--- config.mk ---
export PLATFORM = sky130hd
export DESIGN_NAME = apsp_cell
export DESIGN_NICKNAME = d
export VERILOG_FILES = /design/src/sv/assert_macros.svh /design/src/sv/apsp_pkg.sv /design/src/sv/apsp_cell.sv
export SDC_FILE = /design/constraint.sdc
export NUM_CORES = 1
export LEC_CHECK = 0
export ABC_AREA = 1
export BUFFER_PORTS_ARGS = -buffer_cell sky130_fd_sc_hd__buf_2
export CAP_MARGIN = 10
export CORE_ASPECT_RATIO = 2
export CORE_MARGIN = 2
export CORE_UTILIZATION = 35
export CTS_CLUSTER_DIAMETER = 100
export DETAILED_ROUTE_END_ITERATION = 8
export SYNTH_ARGS = -nofsm -noshare
export SYNTH_HDL_FRONTEND = slang
export SYNTH_SLANG_ARGS = --single-unit
--- constraint.sdc ---
create_clock -name clk -period 8.2 [get_ports clk]
set_clock_uncertainty 0.1 [all_clocks]
set_input_delay 0.82 -clock clk [delete_from_list [all_inputs] [get_ports clk]]
set_output_delay 0.82 -clock clk [all_outputs]
set_load 0.02 [all_outputs]
--- src/sv/assert_macros.svh ---
// Assertion macros used by the top-level RTL file of the shortest path block
`ifndef ASSERT_MACROS_SVH
`define ASSERT_MACROS_SVH
`ifndef SYNTH
`define APSP_ASSERT(lbl, clk, rstn, prop, msg) \
    lbl: assert property (@(posedge clk) disable iff (!rstn) prop) else $error(msg);
`define APSP_NEVER(lbl, clk, rstn, cond, msg) \
    lbl: assert property (@(posedge clk) disable iff (!rstn) !(cond)) else $error(msg);
`else
`define APSP_ASSERT(lbl, clk, rstn, prop, msg)
`define APSP_NEVER(lbl, clk, rstn, cond, msg)
`endif
`endif

--- src/sv/apsp_pkg.sv ---
// Types and constants of the all-pairs shortest path block
package apsp_pkg;
    localparam int MAX_V      = 16;
    localparam int IDX_W      = 4;
    localparam int CNT_W      = 5;
    localparam int DIST_W     = 32;
    localparam int WEIGHT_W   = 24;
    localparam int RESULT_CAP = 16;

    localparam logic       CMD_LOAD    = 1'b0;
    localparam logic       CMD_QUERY   = 1'b1;
    localparam logic [1:0] KIND_DONE   = 2'd0;
    localparam logic [1:0] KIND_VERTEX = 2'd1;
    localparam logic [1:0] KIND_NOPATH = 2'd2;

    typedef enum logic [1:0] {
        ST_IDLE,
        ST_RELAX,
        ST_QREAD,
        ST_QEMIT
    } state_t;

    // common controls broadcast to every cell
    typedef struct packed {
        logic [IDX_W-1:0]  rd_addr;
        logic              ld_en;
        logic [IDX_W-1:0]  ld_row;
        logic [IDX_W-1:0]  ld_col;
        logic [DIST_W-1:0] ld_dist;
        logic              ld_reach;
        logic              piv_cap;
        logic              proc_en;
        logic [IDX_W-1:0]  proc_row;
        logic [IDX_W-1:0]  col_max;
        logic [DIST_W-1:0] dik;
        logic [IDX_W-1:0]  hik;
        logic              rik;
    } cell_ctrl_t;

    // registered read data of one cell
    typedef struct packed {
        logic [DIST_W-1:0] dist_val;
        logic [IDX_W-1:0]  hop;
        logic              reach;
    } cell_rd_t;
endpackage

--- src/sv/apsp_cell.sv ---
// One column cell: column storage, pivot-row entry and relaxation compare
module apsp_cell #(
    parameter int COL = 0
) (
    input  logic                clk,
    input  apsp_pkg::cell_ctrl_t ctrl,
    output apsp_pkg::cell_rd_t   rd
);
    import apsp_pkg::*;

    localparam logic [IDX_W-1:0] COL_IDX = IDX_W'(COL);

    logic [DIST_W-1:0] dist_mem  [MAX_V];
    logic [IDX_W-1:0]  hop_mem   [MAX_V];
    logic              reach_mem [MAX_V];

    logic [DIST_W-1:0] piv_dist_reg;
    logic              piv_reach_reg;

    logic              we;
    logic [IDX_W-1:0]  wa;
    logic [DIST_W-1:0] wdist;
    logic [IDX_W-1:0]  whop;
    logic              wreach;
    logic [DIST_W:0]   sum;
    logic              better;

    // candidate path through the pivot
    assign sum    = {1'b0, ctrl.dik} + {1'b0, piv_dist_reg};
    assign better = ctrl.rik && piv_reach_reg && (!rd.reach || sum < {1'b0, rd.dist_val});

    // write port: edge load or relaxation update (columns in use only)
    always_comb
    begin
        if (ctrl.ld_en)
        begin
            we     = (ctrl.ld_col == COL_IDX);
            wa     = ctrl.ld_row;
            wdist  = ctrl.ld_dist;
            whop   = COL_IDX;
            wreach = ctrl.ld_reach;
        end
        else
        begin
            we     = ctrl.proc_en && better && (COL_IDX <= ctrl.col_max);
            wa     = ctrl.proc_row;
            wdist  = sum[DIST_W-1:0];
            whop   = ctrl.hik;
            wreach = 1'b1;
        end
    end

    // column memory with registered read
    always_ff @(posedge clk)
    begin
        if (we)
        begin
            dist_mem[wa]  <= wdist;
            hop_mem[wa]   <= whop;
            reach_mem[wa] <= wreach;
        end
        rd.dist_val <= dist_mem[ctrl.rd_addr];
        rd.hop      <= hop_mem[ctrl.rd_addr];
        rd.reach    <= reach_mem[ctrl.rd_addr];
    end

    // pivot row entry held for one phase
    always_ff @(posedge clk)
    begin
        if (ctrl.piv_cap)
        begin
            piv_dist_reg  <= rd.dist_val;
            piv_reach_reg <= rd.reach;
        end
    end
endmodule

; Word level (Yosys, flattened, before mapping)
; Memories as Yosys holds them, arrays and structs flattened. A register that Yosys moved wholly into a read port is not among the register bits.
; Cells that the tools add are included.
; Widths: inputs -> output; s select.
[totals]
ram_bits = 592
out_inout_bits = 37
ff_bits = 33
inputBits = 94
mem_count = 3
[classes]
n_reduce_logical = 7
add_sub_neg = 1
order_cmp = 2
mux = 7
[memory_table]
columns = memory, words, word_bits, rd, rd_ports_with_merged_regs, write_ports, line
row1 = dist_mem, 16, 32, 1, 1, 1, apsp_cell.sv:13  ; logic [DIST_W-1:0] dist_mem [MAX_V];
row2 = hop_mem, 16, 4, 1, 1, 1, apsp_cell.sv:14  ; logic [IDX_W-1:0] hop_mem [MAX_V];
row3 = reach_mem, 16, 1, 1, 1, 1, apsp_cell.sv:15  ; logic reach_mem [MAX_V];
[ops]
columns = op, n
row1 = $add 32x32->33, 1
row2 = $lt 33x32->1, 1
row3 = $mux 32, 1
row4 = $mux 4, 2
row5 = $le 1x4->1 const A, 1
row6 = $logic_and 1x1->1, 4
row7 = $logic_not 4->1, 1
row8 = $mux 1, 4
row9 = $logic_not 1->1, 1
row10 = $logic_or 1x1->1, 1

; Depth between registers and ports, before layout
[depth]
depth_word = 9
mapped_depth = 31

; Worst setup path before layout
; No wires, ideal clock.
[synth_timing]
path_type = input port to flip-flop
startpoint = input port ctrl[5] in the netlist's numbering
endpoint = memory dist_mem[0][0] (enable)
stages = 30
path_slack_ps = 2473
arrival_ps = 5196
required_ps = 7669
path_cell_list = ha_1 > fa_1 > nand2_1 > nand2_1 > o21ai_2 > o21ai_2 > nand2_1 > o211ai_2 > nand2_1 > nand2_1 > nand2_1 > nand2_1 > a21oi_1 > xnor2_1 > ha_1 > a21oi_1 > o21ai_0 > nor2_1 > nand2_1 > nand2_1 > nand2_1 > nand2_1 > nand2_1 > nand2_1 > nand2_1 > nand2_1 > nand2_1 > nand2_1 > nand2_1 > nor2_1
[synth_between]
elab_chain_cells = 9
[synth_lines]
columns = element, line
row1 = from (decl), apsp_cell.sv:6  ; input apsp_pkg::cell_ctrl_t ctrl,
row2 = $add 32x32->33, apsp_cell.sv:29  ; assign sum = {1'b0, ctrl.dik} + {1'b0, piv_dist_reg};
row3 = $lt 33x32->1, apsp_cell.sv:30  ; assign better = ctrl.rik && piv_reach_reg && (!rd.reach || sum < {1'b0, rd.dist_val});
row4 = $logic_or 1x1->1, apsp_cell.sv:30
row5 = $logic_and 1x1->1, apsp_cell.sv:30
row6 = $logic_and 1x1->1 (2 in series), apsp_cell.sv:45  ; we = ctrl.proc_en && better && (COL_IDX <= ctrl.col_max);
row7 = $mux 1, apsp_cell.sv:35  ; if (ctrl.ld_en)
row8 = $mux 1, apsp_cell.sv:56  ; if (we)
row9 = $mux 1 (not written as such), apsp_cell.sv:58  ; dist_mem[wa] <= wdist;
row10 = to (decl), apsp_cell.sv:13
; Every way passes these cells.

; Worst setup path after layout
[layout_timing]
startpoint = register piv_dist_reg[7]
endpoint = memory dist_mem[4][3] (enable)
[layout_between]
elab_chain_cells = 9
[layout_lines]
columns = element, line
row1 = from (decl), apsp_cell.sv:17  ; logic [DIST_W-1:0] piv_dist_reg;
row2 = from (signal assigned), apsp_cell.sv:72  ; piv_dist_reg <= rd.dist_val;
row3 = $add 32x32->33, apsp_cell.sv:29
row4 = $lt 33x32->1, apsp_cell.sv:30
row5 = $logic_or 1x1->1, apsp_cell.sv:30
row6 = $logic_and 1x1->1, apsp_cell.sv:30
row7 = $logic_and 1x1->1 (2 in series), apsp_cell.sv:45
row8 = $mux 1, apsp_cell.sv:35
row9 = $mux 1, apsp_cell.sv:56
row10 = $mux 1 (not written as such), apsp_cell.sv:58
; Every way passes these cells.

==> results.json <==
{
  "status": "complete, no violations",
  "drt_first_pass_iters": 5,
  "critical_path_required_ns": 8.36,
  "die_area_um2": 83090,
  "placement.io_buffers": 126,
  "cts_sinks": 662,
  "clock_tree_from_tritoncts": "built",
  "worst-slew-pin-transition_ns": 1.218,
  "setup_ws_ns": 2.202,
  "timing.critical_path.from_type": "register",
  "reg.largest.list": "dist_mem (512), hop_mem (64), rd (37)",
  "slew_headroom_pct": 18.79,
  "min-delay-path-class": "register to register",
  "fillerInstances": 7378,
  "rows": 147,
  "place_hpwl_um": 45790,
  "slowest_delay_ns": 0.79,
  "die_h_um": 405.7,
  "initial_antenna_violation_count": 2,
  "cts_hold_buf": 0,
  "path_max_fanout": 20,
  "report.final.hold_viol_count": 0,
  "cts.root.buffer_cell": "clkbuf_16",
  "cp_data_arrival_time_ns": 6.16,
  "groute.usage.overall_pct": 17.79,
  "postSynthRegisterBits": 662,
  "unrepaired_setup_endpoints_after_global_routing": "false",
  "synthCells": 2196,
  "clk_latency_ns": 0.60,
  "globalplace.congestion": 0.8584,
  "clk_path_buf_depth": 3,
  "grt_max_degree": 205,
  "area_growth_pct": 13.38,
  "p_per_area_nw_per_um2": 234.0,
  "die_width_um": 204.8,
  "insertedDiodeCount": 0,
  "fraction_of_final_layout_cells_sized_beyond_drive_strength_1_pct": 12.43,
  "final_wirelength_um": 74550,
  "syn_nets": 2354,
  "cts.reportedPaths.clkPinSlew_ns": 0.07,
  "grt_pass1_wl_um": 109300,
  "timing_worst_setup_path_type": "register to register",
  "start_util_pct": 35.29,
  "sequential_share_of_the_synthesized_area_pct": 69.10,
  "top_register": "dist_mem",
  "final_setup_violations": 0,
  "post-cts-setup-buffers": 0,
  "cts.htree.levels": 2,
  "dpl_worst_slack_ns": 1.728,
  "largest_register_ffs": 512,
  "cts_repair_resize_count": 0,
  "reported_leakage_power_uw": 0.01190,
  "synth_enable_flop_cells": 625,
  "max_freq_ghz": 0.1667,
  "drt-vias-per-instance": 5.161,
  "synth.avg_cell_area_um2": 12.86,
  "drtAntennaViolNets": 0,
  "synth_warn": 0,
  "cts_inserted_buffers": 55,
  "crit_path_frequent_cell": "nand2_1",
  "post_synth_instance_area_um2": 28230,
  "share_of_synthesized_flip_flops_with_an_asynchronous_set_or_reset_pct": 0,
  "core_area_um2": 80010,
  "grt_pass1_vias": 17683,
  "i_o_pin_cnt": 131,
  "first_drt_iteration_drcs": 1310,
  "cp-end-kind": "register",
  "timing.critical_path.slowest_stage_cell": "nor2_4",
  "totalNegativeSetupSlack_ns": 0,
  "grt.overflow.total": 0,
  "maxCapViolCount": 0,
  "netlist-cell-type-count": 39,
  "drt-wirelength-per-cell_um": 22.02,
  "top_reg_cell_synth": "edfxtp_1",
  "ir_worst_vdd_uv": 151.3,
  "drcViolationCount": 0,
  "nets": 2455,
  "critPathTopFamily": "simple AND/OR/NAND/NOR gates",
  "period_minus_slack_ns": 5.998,
  "worst-path-buf-inv": 1,
  "min_period_over_period_pct": 73.14,
  "num_vias": 17471,
  "finalMaxSlewViolations": 0
}
==> layout by cell type (no fill, tap or decap), types with 4 or more instances in the layout <==
master,Yosys,routed
edfxtp_1,625,625
nand2_1,245,245
inv_1,221,220
o21ai_0,186,185
a21oi_1,184,184
o211ai_1,149,149
mux2i_1,149,149
buf_2,19,123
nand3_1,64,64
ha_1,63,63
nor2_1,71,55
clkbuf_16,0,55
dfxtp_1,37,37
buf_4,0,32
xor2_1,19,19
nor2_4,0,16
clkinv_2,0,15
bufinv_16,0,10
xnor2_1,8,8
a31oi_1,7,7
a21o_1,6,6
clkinv_1,1,6
o21ai_2,5,5
nor3_1,5,5
or2_2,5,5
clkinvlp_4,0,5
nand2_2,4,4
inv_6,0,4
==> where the power goes <==
group	total (uW)	internal (uW)	switching, uW
registers	3870	3840	35.8
clock network	2790	1570	1220
logic	831	241	589
==> synth_stat cells, drive strengths merged (20+ instances only) <==
cell type,count,share of area (%)
buf,32,0.51
inv,224,3.0
ha,63,2.8
o211ai,151,4.1
o21ai,192,3.5
nand2,249,3.3
dfxtp,37,2.6
clkbuf,81,1.1
edfxtp,625,66
a21oi,184,3.3
nor2,71,0.94
mux2i,149,5.3
nand3,64,1.1
xor2,20,0.65
==> metrics by stage <==
stage          instances  total power (uW)  utilization (%)  hold slack [ns]  cell area [um2]
2_1_floorplan       2196              4467                -           0.4613            28230
3_3_place_gp        3283              4762            37.63           0.3725            30100
3_5_place_dp        3283              4784            37.63           0.3548            30100
4_1_cts             3385              7549            40.01           0.3705            32010
5_1_grt             3385              7742            40.01           0.3875            32010
6_report            3385              7492            40.01           0.3642            32010
==> path summary, 6_finish.rpt <==
check                                 start                          to  slack [ns]  cells after the start
hold reg to reg              rd[25]$_DFF_P_  piv_dist_reg[20]$_DFFE_PP_        0.36                      0
setup / recovery  piv_dist_reg[7]$_DFFE_PP_    dist_mem[4][3]$_DFFE_PP_        2.20                     25
setup reg to reg  piv_dist_reg[7]$_DFFE_PP_    dist_mem[4][3]$_DFFE_PP_        2.20                     25
hold / removal               rd[25]$_DFF_P_  piv_dist_reg[20]$_DFFE_PP_        0.36                      0
==> cell type report <==
type | instances | area, um2 | area share, %
repair buffers | 157 | 890.9 | 2.783
multi-input cells | 1196 | 7552 | 23.59
inverters | 225 | 847.1 | 2.646
clock buffers | 59 | 1401 | 4.378
well taps | 1043 | 1305 | 4.077
flip-flops and latches | 662 | 19510 | 60.94
clock inverters | 43 | 506.7 | 1.583
==> worst register-to-register path, delay by kind of cell, from the launching register on <==
family	cells	cell delay [ns]
AOI/OAI and AO/OA	2	0.75
xor gates and xnor gates	1	0.44
adders and majority gates	2	0.73
buffers and inverters	1	0.44
DFF	1	0.37
and+or+nand+nor	19	2.82
==> kinds of logic (layout without fill, tap and decap cells) <==
group / Yosys count / count (layout) / share of synthesized area, %
buffers and inverters: 338 / 484 / 4.578
flip-flops: 662 / 662 / 69.10
adder cells (fa/ha/maj): 64 / 64 / 2.863
AND/OR/NAND/NOR: 403 / 403 / 5.823
AO/OA/AOI/OAI: 552 / 552 / 11.46
multiplexers: 149 / 149 / 5.283
XOR/XNOR: 28 / 28 / 0.8952
==> layer usage <==
layer  track usage (%)  routed length, um  vias to the layer above
met4             7.640               3133                        2
li1                  -                  -                     8186
met1             20.98              29210                     8627
met5                 0                 13                        -
met2             32.04              38180                      508
met3             2.400               4016                      148
Note: power is estimated with default switching activity, not from simulation.
